$ cat src/rtl/clcd4_pkg.sv
// ----------------------------------------------------------------------------
// clcd4_pkg
// Codes, widths and constants of the 4-bit character LCD interface.
// ----------------------------------------------------------------------------
`default_nettype none

package clcd4_pkg;

    localparam int unsigned FUNC_W   = 3;
    localparam int unsigned IDX_W    = 2;
    localparam int unsigned CFG_W    = 8;
    localparam int unsigned S_DATA_W = 16;
    localparam int unsigned M_DATA_W = 8;

    typedef enum logic [FUNC_W-1:0] {
        FN_TICK   = 3'd0,
        FN_CMD    = 3'd1,
        FN_DATA   = 3'd2,
        FN_CURSOR = 3'd3,
        FN_CLEAR  = 3'd4,
        FN_INIT   = 3'd5
    } func_t;

    typedef enum logic [IDX_W-1:0] {
        REG_POWER_ON  = 2'd0,
        REG_EN_HIGH   = 2'd1,
        REG_EN_LOW    = 2'd2,
        REG_SETTLE    = 2'd3
    } reg_idx_t;

    // Register reset values
    localparam logic [7:0] POWER_ON_RST = 8'd50;
    localparam logic [3:0] EN_HIGH_RST  = 4'd1;
    localparam logic [3:0] EN_LOW_RST   = 4'd1;
    localparam logic [3:0] SETTLE_RST   = 4'd2;

    // Controller commands and wake-up nibbles
    localparam logic [7:0] CMD_FUNC_SET = 8'h28;
    localparam logic [7:0] CMD_DISP_ON  = 8'h0C;
    localparam logic [7:0] CMD_ENTRY    = 8'h06;
    localparam logic [7:0] CMD_CLEAR    = 8'h01;
    localparam logic [7:0] ROW0_BASE    = 8'h80;
    localparam logic [7:0] ROW1_BASE    = 8'hC0;
    localparam logic [3:0] NIB_WAKE     = 4'h3;
    localparam logic [3:0] NIB_4BIT     = 4'h2;
    localparam logic [7:0] WAIT_WAKE1   = 8'd5;
    localparam logic [7:0] WAIT_WAKE2   = 8'd1;

    function automatic logic [7:0] init_cmd(input logic [1:0] i);
        logic [7:0] c;
        unique case (i)
            2'd0:    c = CMD_FUNC_SET;
            2'd1:    c = CMD_DISP_ON;
            2'd2:    c = CMD_ENTRY;
            default: c = CMD_CLEAR;
        endcase
        return c;
    endfunction

endpackage

`default_nettype wire

$ cat src/rtl/char_lcd_4bit_interface.sv
// ----------------------------------------------------------------------------
// char_lcd_4bit_interface
// Tick-driven pin sequencer for a character LCD on a 4-bit bus.
// ----------------------------------------------------------------------------
// Path: an input transfer is registered in the input stage, then its result in
//   the result stage; one sequencer update sits between the two.
// Throughput: one item per cycle unless the result stalls; combinational update.
// Reset: rst_n clears both stages, the sequencer (idle, all pins low) and
//   loads the timing registers with their defaults (50, 1, 1, 2).
`default_nettype none

module char_lcd_4bit_interface
(
    input  wire logic                            clk,
    input  wire logic                            rst_n,
    // Item stream in
    input  wire logic                            s_tvalid,
    output logic                                 s_tready,
    // [7:0] byte_value, [8] row, [14:9] col, [15] zero
    input  wire logic [clcd4_pkg::S_DATA_W-1:0]  s_tdata,
    // [2:0] func
    input  wire logic [clcd4_pkg::FUNC_W-1:0]    s_tuser,
    // Result stream out
    output logic                                 m_tvalid,
    input  wire logic                            m_tready,
    // [0] rs_level, [1] en_level, [5:2] nibble_lines, [6] busy_res, [7] accepted
    output logic [clcd4_pkg::M_DATA_W-1:0]       m_tdata,
    // Register write channel
    input  wire logic                            cfg_valid,
    output logic                                 cfg_ready,
    input  wire logic [clcd4_pkg::IDX_W-1:0]     cfg_index,
    input  wire logic [clcd4_pkg::CFG_W-1:0]     cfg_data
);

    // Sequencer phases
    typedef enum logic [3:0] {
        PH_IDLE      = 4'd0,
        PH_HI_ENH    = 4'd1,
        PH_HI_ENL    = 4'd2,
        PH_LO_ENH    = 4'd3,
        PH_LO_ENL    = 4'd4,
        PH_SETTLE    = 4'd5,
        PH_INIT_WAIT = 4'd6,
        PH_INIT_ENH  = 4'd7,
        PH_INIT_ENL  = 4'd8
    } phase_t;

    // Timing register set
    typedef struct packed {
        logic [7:0] power_on;
        logic [3:0] en_high;
        logic [3:0] en_low;
        logic [3:0] settle;
    } cfg_t;

    // Full sequencer state; pins: [3:0] D4..D7, [4] EN, [5] RS
    typedef struct packed {
        phase_t     phase;
        logic [7:0] count;
        logic [7:0] byte_val;
        logic [3:0] step;
        logic       in_init;
        logic       extra;
        logic [5:0] pins;
    } seq_t;

    // A zero count register behaves as one tick
    function automatic logic [7:0] at_least_one(input logic [7:0] v);
        return (v == 8'd0) ? 8'd1 : v;
    endfunction

    function automatic seq_t start_byte(input seq_t s, input logic [7:0] b,
                                        input logic rs, input cfg_t c);
        seq_t r;
        r          = s;
        r.byte_val = b;
        r.pins     = {rs, 1'b1, b[7:4]};
        r.phase    = PH_HI_ENH;
        r.count    = at_least_one({4'd0, c.en_high});
        return r;
    endfunction

    // Power-up program, one step per entry
    function automatic seq_t enter_step(input seq_t s, input logic [3:0] st,
                                        input cfg_t c);
        seq_t       r;
        logic [3:0] cmd_sel;
        r       = s;
        r.step  = st;
        cmd_sel = st - 4'd7;
        case (st)
            4'd0:
            begin
                r.phase = PH_INIT_WAIT;
                r.count = at_least_one(c.power_on);
            end
            4'd1, 4'd3, 4'd5:
            begin
                r.pins  = {s.pins[5], 1'b1, clcd4_pkg::NIB_WAKE};
                r.phase = PH_INIT_ENH;
                r.count = at_least_one({4'd0, c.en_high});
            end
            4'd2:
            begin
                r.phase = PH_INIT_WAIT;
                r.count = clcd4_pkg::WAIT_WAKE1;
            end
            4'd4:
            begin
                r.phase = PH_INIT_WAIT;
                r.count = clcd4_pkg::WAIT_WAKE2;
            end
            4'd6:
            begin
                r.pins  = {s.pins[5], 1'b1, clcd4_pkg::NIB_4BIT};
                r.phase = PH_INIT_ENH;
                r.count = at_least_one({4'd0, c.en_high});
            end
            4'd7, 4'd8, 4'd9, 4'd10:
            begin
                r      = start_byte(r, clcd4_pkg::init_cmd(cmd_sel[1:0]), 1'b0, c);
                r.step = st;
            end
            4'd11:
            begin
                r.phase = PH_INIT_WAIT;
                r.count = at_least_one({4'd0, c.settle});
            end
            default:
            begin
                r.in_init = 1'b0;
                r.step    = 4'd0;
                r.phase   = PH_IDLE;
                r.count   = 8'd0;
            end
        endcase
        return r;
    endfunction

    // Move to the next phase once the count runs out
    function automatic seq_t advance(input seq_t s, input cfg_t c);
        seq_t r;
        r = s;
        unique case (s.phase)
            PH_HI_ENH:
            begin
                r.pins[4] = 1'b0;
                r.phase   = PH_HI_ENL;
                r.count   = at_least_one({4'd0, c.en_low});
            end
            PH_HI_ENL:
            begin
                r.pins[4:0] = {1'b1, s.byte_val[3:0]};
                r.phase     = PH_LO_ENH;
                r.count     = at_least_one({4'd0, c.en_high});
            end
            PH_LO_ENH:
            begin
                r.pins[4] = 1'b0;
                r.phase   = PH_LO_ENL;
                r.count   = at_least_one({4'd0, c.en_low});
            end
            PH_LO_ENL:
            begin
                r.phase = PH_SETTLE;
                r.count = at_least_one({4'd0, c.settle});
            end
            PH_SETTLE:
            begin
                if (s.extra)
                begin
                    r.extra = 1'b0;
                    r.count = at_least_one({4'd0, c.settle});
                end
                else if (s.in_init)
                begin
                    r = enter_step(s, s.step + 4'd1, c);
                end
                else
                begin
                    r.phase = PH_IDLE;
                    r.count = 8'd0;
                end
            end
            PH_INIT_ENH:
            begin
                r.pins[4] = 1'b0;
                r.phase   = PH_INIT_ENL;
                r.count   = at_least_one({4'd0, c.en_low});
            end
            PH_INIT_WAIT, PH_INIT_ENL:
            begin
                r = enter_step(s, s.step + 4'd1, c);
            end
            default:
            begin
                r.phase   = PH_IDLE;
                r.count   = 8'd0;
                r.in_init = 1'b0;
            end
        endcase
        return r;
    endfunction

    // ------------------------------------------------------------------
    // Registers
    // ------------------------------------------------------------------
    cfg_t                cfg_reg;
    seq_t                seq_reg,  seq_next;

    logic                in_vld_reg;
    clcd4_pkg::func_t    in_func_reg;
    logic [7:0]          in_byte_reg;
    logic                in_row_reg;
    logic [5:0]          in_col_reg;

    logic                out_vld_reg;
    logic [clcd4_pkg::M_DATA_W-1:0] out_data_reg, out_data_next;

    logic                advance_en;
    logic                busy;
    logic                taken;
    logic [7:0]          cursor_addr;

    // The result stage drains or is empty: the input stage may move on
    assign advance_en = !out_vld_reg || m_tready;
    assign s_tready   = !in_vld_reg || advance_en;
    assign m_tvalid   = out_vld_reg;
    assign m_tdata    = out_data_reg;
    assign cfg_ready  = 1'b1;

    assign busy        = (seq_reg.phase != PH_IDLE);
    assign cursor_addr = (in_row_reg ? clcd4_pkg::ROW1_BASE : clcd4_pkg::ROW0_BASE)
                         + {2'b00, in_col_reg};

    // ------------------------------------------------------------------
    // Sequencer update for the item held in the input stage
    // ------------------------------------------------------------------
    always_comb
    begin
        seq_next = seq_reg;
        taken    = 1'b0;
        unique case (in_func_reg)
            clcd4_pkg::FN_TICK:
            begin
                // Count down only while a sequence runs
                if (busy)
                begin
                    seq_next.count = seq_reg.count - 8'd1;
                    if (seq_next.count == 8'd0)
                    begin
                        seq_next = advance(seq_next, cfg_reg);
                    end
                end
            end
            clcd4_pkg::FN_CMD:
            begin
                if (!busy)
                begin
                    taken            = 1'b1;
                    seq_next.extra   = 1'b0;
                    seq_next.in_init = 1'b0;
                    seq_next = start_byte(seq_next, in_byte_reg, 1'b0, cfg_reg);
                end
            end
            clcd4_pkg::FN_DATA:
            begin
                if (!busy)
                begin
                    taken            = 1'b1;
                    seq_next.extra   = 1'b0;
                    seq_next.in_init = 1'b0;
                    seq_next = start_byte(seq_next, in_byte_reg, 1'b1, cfg_reg);
                end
            end
            clcd4_pkg::FN_CURSOR:
            begin
                if (!busy)
                begin
                    taken            = 1'b1;
                    seq_next.extra   = 1'b0;
                    seq_next.in_init = 1'b0;
                    seq_next = start_byte(seq_next, cursor_addr, 1'b0, cfg_reg);
                end
            end
            clcd4_pkg::FN_CLEAR:
            begin
                if (!busy)
                begin
                    // Clear needs a second settle period
                    taken            = 1'b1;
                    seq_next.extra   = 1'b1;
                    seq_next.in_init = 1'b0;
                    seq_next = start_byte(seq_next, clcd4_pkg::CMD_CLEAR, 1'b0, cfg_reg);
                end
            end
            clcd4_pkg::FN_INIT:
            begin
                if (!busy)
                begin
                    // RS stays low for the whole power-up program
                    taken            = 1'b1;
                    seq_next.extra   = 1'b0;
                    seq_next.in_init = 1'b1;
                    seq_next.pins    = 6'd0;
                    seq_next = enter_step(seq_next, 4'd0, cfg_reg);
                end
            end
            default:
            begin
                // Undefined codes: drop, report not taken
                seq_next = seq_reg;
            end
        endcase

        out_data_next = {taken, (seq_next.phase != PH_IDLE), seq_next.pins[3:0],
                         seq_next.pins[4], seq_next.pins[5]};
    end

    // ------------------------------------------------------------------
    // Timing registers
    // ------------------------------------------------------------------
    always_ff @(posedge clk or negedge rst_n)
    begin
        if (!rst_n)
        begin
            cfg_reg.power_on <= clcd4_pkg::POWER_ON_RST;
            cfg_reg.en_high  <= clcd4_pkg::EN_HIGH_RST;
            cfg_reg.en_low   <= clcd4_pkg::EN_LOW_RST;
            cfg_reg.settle   <= clcd4_pkg::SETTLE_RST;
        end
        else if (cfg_valid && cfg_ready)
        begin
            unique case (clcd4_pkg::reg_idx_t'(cfg_index))
                clcd4_pkg::REG_POWER_ON: cfg_reg.power_on <= cfg_data;
                clcd4_pkg::REG_EN_HIGH:  cfg_reg.en_high  <= cfg_data[3:0];
                clcd4_pkg::REG_EN_LOW:   cfg_reg.en_low   <= cfg_data[3:0];
                clcd4_pkg::REG_SETTLE:   cfg_reg.settle   <= cfg_data[3:0];
                default:                 cfg_reg          <= cfg_reg;
            endcase
        end
    end

    // ------------------------------------------------------------------
    // Input stage, sequencer state and result stage
    // ------------------------------------------------------------------
    always_ff @(posedge clk or negedge rst_n)
    begin
        if (!rst_n)
        begin
            in_vld_reg  <= 1'b0;
            out_vld_reg <= 1'b0;
            seq_reg     <= '{phase: PH_IDLE, count: 8'd0, byte_val: 8'd0, step: 4'd0,
                             in_init: 1'b0, extra: 1'b0, pins: 6'd0};
        end
        else
        begin
            // Capture a new item whenever the input stage frees up
            if (s_tready)
            begin
                in_vld_reg <= s_tvalid;
            end
            // Hand the held item to the result stage and commit its update
            if (advance_en)
            begin
                out_vld_reg <= in_vld_reg;
                if (in_vld_reg)
                begin
                    seq_reg <= seq_next;
                end
            end
        end
    end

    // Payload registers, no reset needed
    always_ff @(posedge clk)
    begin
        if (s_tready && s_tvalid)
        begin
            in_func_reg <= clcd4_pkg::func_t'(s_tuser);
            in_byte_reg <= s_tdata[7:0];
            in_row_reg  <= s_tdata[8];
            in_col_reg  <= s_tdata[14:9];
        end
        if (advance_en && in_vld_reg)
        begin
            out_data_reg <= out_data_next;
        end
    end

endmodule

`default_nettype wire

$ cat config.mk
export PLATFORM = sky130hd
export DESIGN_NAME = char_lcd_4bit_interface
export DESIGN_NICKNAME = d
export VERILOG_FILES = /design/src/rtl/clcd4_pkg.sv /design/src/rtl/char_lcd_4bit_interface.sv
export SDC_FILE = /design/constraint.sdc
export NUM_CORES = 1
export LEC_CHECK = 0
export BUFFER_PORTS_ARGS = -buffer_cell sky130_fd_sc_hd__buf_2
export CAP_MARGIN = 20
export CORE_ASPECT_RATIO = 0.7
export CORE_MARGIN = 2
export CORE_UTILIZATION = 35
export CTS_CLUSTER_DIAMETER = 40
export DETAILED_ROUTE_END_ITERATION = 10
export SYNTH_ARGS = -nofsm -noshare
export SYNTH_HDL_FRONTEND = slang
export SYNTH_SLANG_ARGS = --single-unit
$ cat constraint.sdc
create_clock -name clk -period 7.7 [get_ports clk]
set_input_delay 1.54 -clock clk [delete_from_list [all_inputs] [get_ports clk]]
set_output_delay 1.54 -clock clk [all_outputs]
set_load 0.005 [all_outputs]
Yosys cells after proc, flatten, opt, wreduce, memory -nomap -nowiden. Index checks and enable logic that the tools add are counted.

Register bits after elaboration: 80. Bits in latches: 0. Memory bits (writable): 0. ROM bits: 0. Bits of input ports: 34. Memories: 0.

Add/sub/neg operators: 4. Multipliers: 0. Divide/modulo/power cells: 0. Magnitude comparators: 0. Equality and inequality tests: 43. Shift-type cells: 0. Multiplexer cells: 33. Bitwise logic cells: 5. Reduce and logical (&&, ||, !) cells: 38.

Operators by type and width (number): 32-bit two-way mux (7); 32-bit one-hot mux with 6 select lines (1); 12-bit one-hot mux with 7 select lines (1); 11-bit one-hot mux with 6 select lines (1); 13-bit AND reduction (3); 6-bit one-hot mux with 3 select lines (2); 4-bit by 3-bit == test with 1-bit output, second input constant (8); 8-bit two-way mux (3); 12-bit one-hot mux with 2 select lines (1); 4-bit == test, second input constant (5); 20-bit two-way mux (1); 2-bit inequality test, second input constant (9); 4-bit by 2-bit == test with 1-bit output, second input constant (4); 4-bit zero test (4); 8-bit zero test (2); 4-bit two-way mux (4); 13-bit two-way mux (1); 4-bit one-hot mux with 3 select lines (1); 12-bit AND reduction (1); 12-bit OR reduction (1); 11-bit two-way mux (1); 5-bit two-way mux (2); 2-bit AND reduction (5); 5-bit OR reduction (2); 33 further kinds (53).

Longest topological paths before layout.
Depth after elaboration: 12. Gate-level depth with buffers: 9. Mapped depth without buffers: 8.

Worst setup path before layout. OpenSTA, ideal clock, no wires.

Path type: input-to-output. Start: input m_tready. End: output s_tready. Data arrival time: 1714 ps. Required time: 6160 ps. Path slack: 4446 ps. Stages: 1. Cell sequence: nand3b_1.

Cells in the longest elaborated chain, start to end: 2.

Ends and longest elaborated chain: from (decl) (RTL line char_lcd_4bit_interface.sv:25) `input wire logic m_tready,`; 1-bit logical OR (RTL line char_lcd_4bit_interface.sv:226) `assign advance_en = !out_vld_reg || m_tready;`; 1-bit logical OR (RTL line char_lcd_4bit_interface.sv:227) `assign s_tready = !in_vld_reg || advance_en;`; to (decl) (RTL line char_lcd_4bit_interface.sv:18) `output logic s_tready,`.

No other way between the ends.

Worst setup path in the final report.
Start: input m_tready. End: register seq_reg[10] (netlist name).

Cells in the longest elaborated chain, start to end: 2.

Ends and longest elaborated chain: 1-bit logical OR (RTL line char_lcd_4bit_interface.sv:226); 13-bit AND reduction (no source line); to (signal assigned) (RTL line char_lcd_4bit_interface.sv:353) `seq_reg <= '{phase: PH_IDLE, count: 8'd0, byte_val: 8'd0, step: 4'd0,`; to (signal assigned) (RTL line char_lcd_4bit_interface.sv:369) `seq_reg <= seq_next;`; to (decl) (RTL line char_lcd_4bit_interface.sv:209) `seq_t seq_reg, seq_next;`.

No other way between the ends. A chain may end at the register's enable or synchronous reset.

==> results by group <==
Run status
  – Outcome: completed

Worst setup path
  – CP max stage delay: 710 ps
  – Arrival time worst endpoint: 3950 ps
  – CP Launch Type: input port
  – Critical path buffers and inverters: 2
  – Critical Path RT: 7960 ps
  – CP Cell Sequence: buf_2 -> nand2b_1 -> nand2_1 -> inv_1 -> nand2_1 -> o31a_2 -> or3_4 -> o22ai_2
  – Critical path's slowest cell: inv_1
  – Critical Path Sink Type: flip-flop
  – CP top delay family: simple AND/OR/NAND/NOR gates
  – Worst Path Max Fanout: 20
  – Top cell by count, worst path: nand2_1
  – Kind of critical path: in -> reg

Synthesis
  – Main flop type after synthesis: dfrtp_1
  – Post-Syn Nets: ~560
  – Netlist cell types: 90
  – Post-Synth XOR/XNOR Area: 1.54%
  – Post-synth ARST share: 65.8%
  – Number of enable flip-flop cells after synthesis: 26
  – Number of synthesis warnings: 0
  – Yosys reg bits: 76
  – Post-Synth Simple-Gate Area: a little under a fifth
  – Cell area after synthesis: about 5000 um2
  – Synth Area per Inst: 9.74 um2
  – Adder-Cell Fraction of Synth Area: 1.99%
  – Largest family of logic cells by synthesized area: compound AO/OA/AOI/OAI gates
  – Mux cell area share after synthesis: 7.46%
  – Syn Inst Count: between 500 and 600
  – Post-synthesis compound-gate area fraction: 25.9%
  – Seq/Total Area, Yosys: 40.5%

Clock tree
  – Clock transition at path regs: 60 ps
  – Max Root-Sink Buffers: 2
  – CTS Sinks: 76
  – PostCTS Resize Cnt: 0
  – Post-CTS Setup Bufs: 0
  – CTS root buf: clkbuf_16
  – Max H-tree Level: 3
  – Number of hold buffers added after cts: 0
  – Clock latency on the worst-skew pair: between 300 and 400 ps
  – CTS tree: done
  – CTS Buf Count: 9

Power and ir drop
  – Worst vdd ir: 0.125 mV
  – Clock share of power: 21.1%
  – P_sw: around 0.77 mW
  – Switching Share: 42.4%
  – Pwr dens: 323 nW/um2
  – Comb pwr share: 41.0%
  – Sequential group share of total power: ~38%
  – P_int: 1.05 mW
  – LEAKAGE: 2.12 nW

Timing
  – Worst Tran Pin Value: 946 ps
  – Hold Slack: 491 ps
  – TNS Setup: 0 ps
  – Fin. Hold Viols: 0
  – Max Slew Vio Count: 0
  – Max-slew headroom: between 30% and 40%
  – Max frequency: 271 MHz
  – Fin crit period: 3690 ps
  – Fin crit share: between 40% and 50%
  – Final worst-path setup slack: approximately 4000 ps
  – Fin Clk Skew: a little under 6 ps
  – RSZ-0062 raised after global routing: false
  – Final setup fails: 0

GRT
  – Global-route wire length before repair: about 22000 um
  – Total Routing Usage GR: a little under a fifth
  – Vias in the first global route: around 4100
  – Largest net degree at the start of global routing: 51
  – Global route overflow: 0
  – Initial antenna violation count: 0

Drt
  – DR vias: 4430
  – Drt drc: 0
  – Final antenna-violating net count: 0
  – Via/cell ratio: 5.97
  – Wire length per cell: around 18 um
  – TritonRoute pass-1 iters: 6
  – Routed wire length: 13700 um
  – Initial drt markers: 529

Layout
  – NumNets Final: 589
  – Antenna cells: 0
  – Max reg flops: 28
  – Area delta synth->final: 12.0%
  – Share of cells above drive strength 1: 22.5%
  – Util after Layout: 40.4%
  – Fill count: 1408

Floorplanning
  – CORE AREA: around 14000 um2
  – IO Pins: 45
  – Chip Width: around 150 um
  – Die Area: about 15000 um2
  – Initial core utilization: 36.0%
  – FP Rows: 36
  – Die height: 104 um

Placement
  – Final Wtd Congestion: between 0.9 and 1
  – Pre-CTS setup slack: 3740 ps
  – DP HPWL: 9830 um
  – PortBufs: 42

Worst hold path
  – Hold Path Class: reg -> reg

Job
  – Max-Cap Viols: 0
[per-stage QoR]
stage          power, mW  std cells  area, um2
2_1_floorplan       1.23        517       5030
3_3_place_gp        1.40        726       5370
3_5_place_dp        1.42        726       5370
4_1_cts             1.80        742       5640
5_1_grt             1.94        742       5640
6_report            1.82        742       5640
[Yosys cell counts (3+ instances only)]
cell type	n	area share (%)
ha_1	8	2.0
a22oi_1	9	1.3
o22a_1	3	0.52
nand2b_1	10	1.2
nor3_1	16	1.6
edfxtp_1	26	16
dfstp_2	6	3.1
a211oi_1	4	0.60
a221o_1	5	0.99
nand3_1	16	1.6
dfrtp_1	44	22
o21a_1	6	0.89
mux2i_1	6	1.2
o211ai_1	10	1.5
nand3b_1	4	0.60
buf_6	3	0.67
xnor2_1	3	0.52
a221oi_1	5	0.87
nor2_1	34	2.5
o21ai_2	3	0.52
inv_1	13	0.97
a21o_1	3	0.45
a32oi_1	4	0.70
a21oi_1	30	3.0
o21ai_1	6	0.60
xor2_1	4	0.70
buf_4	3	0.45
o21ai_0	36	3.6
and3_1	3	0.37
nor2b_1	4	0.50
nand2_1	37	2.8
buf_2	5	0.50
clkbuf_1	15	1.1
and2_1	5	0.62
o41ai_1	7	1.2
o22ai_1	3	0.37
o221ai_1	3	0.52
a31oi_1	12	1.5
mux2_2	28	6.3
or3_1	3	0.37
a211o_1	3	0.52
o2bb2ai_1	7	1.2
nor3b_1	4	0.60
[cell usage in the layout, fill, tap and decap left out, types with 8 or more instances in the layout]
| cell type | synthesis | layout |
|---|---|---|
| nor2_1 | 34 | 34 |
| dfrtp_1 | 44 | 44 |
| a31oi_1 | 12 | 12 |
| mux2_2 | 28 | 28 |
| a22oi_1 | 9 | 9 |
| edfxtp_1 | 26 | 26 |
| o211ai_1 | 10 | 10 |
| nand2_1 | 37 | 37 |
| clkbuf_16 | 0 | 9 |
| o21ai_0 | 36 | 36 |
| nor3_1 | 16 | 16 |
| a21oi_1 | 30 | 30 |
| inv_1 | 13 | 13 |
| nand2b_1 | 10 | 10 |
| nand3_1 | 16 | 16 |
| buf_2 | 5 | 42 |
| ha_1 | 8 | 8 |
[path summary, 6_finish.rpt]
check,from,to,slack (ps),cells past startpoint
hold reg to reg,in_vld_reg$_DFFE_PN0N_,m_tvalid$_DFFE_PN0N_,490,1
hold / removal,in_vld_reg$_DFFE_PN0N_,m_tvalid$_DFFE_PN0N_,490,1
setup / recovery,m_tready,seq_reg[10]$_DFFE_PN0P_,4010,8
min in group asynchronous,rst_n,seq_reg[5]$_DFFE_PN0P_,1320,2
setup reg to reg,seq_reg[20]$_DFFE_PN0P_,m_tdata[3]$_DFFE_PP_,4340,8
max in group asynchronous,rst_n,seq_reg[8]$_DFFE_PN0P_,5940,2
[power by group through the flow]
| stage | combinational (mW) | sequential [mW] | clock [mW] |
|---|---|---|---|
| after floorplan | 0.622 | 0.610 | 0 |
| after global placement | 0.717 | 0.687 | 0 |
| after detailed placement | 0.729 | 0.688 | 0 |
| after CTS | 0.731 | 0.683 | 0.390 |
| after global routing | 0.822 | 0.708 | 0.407 |
| final | 0.746 | 0.691 | 0.384 |
[routing by layer]
layer | GRT usage (%) | up-vias | wire [um]
met5 | 0 | - | 0
met3 | 5.04 | 24 | 1100
met2 | 25.4 | 185 | 5630
met4 | 5.08 | 0 | 238
met1 | 27.7 | 2155 | 6740
li1 | - | 2066 | -
[area by class of cell]
class | count | area [um2] | share of cell area [%]
clock buffer | 11 | 233 | 4.13
clock inverter | 5 | 28.8 | 0.511
inverter | 14 | 52.6 | 0.933
multi-input combinational | 399 | 2800 | 49.6
sequential | 76 | 2040 | 36.2
tap | 190 | 238 | 4.22
timing repair buffer | 47 | 248 | 4.40
[kinds of logic (layout without fill, tap and decap cells)]
family | after synthesis | in the layout
multiplexers | 34 | 34
other | 1 | 1
flip-flops | 76 | 76
AO/OA/AOI/OAI | 184 | 184
buffers and inverters | 42 | 77
XOR/XNOR | 8 | 8
adder cells (fa/ha/maj) | 8 | 8
AND/OR/NAND/NOR | 164 | 164
(Power assumes the default switching activity.)
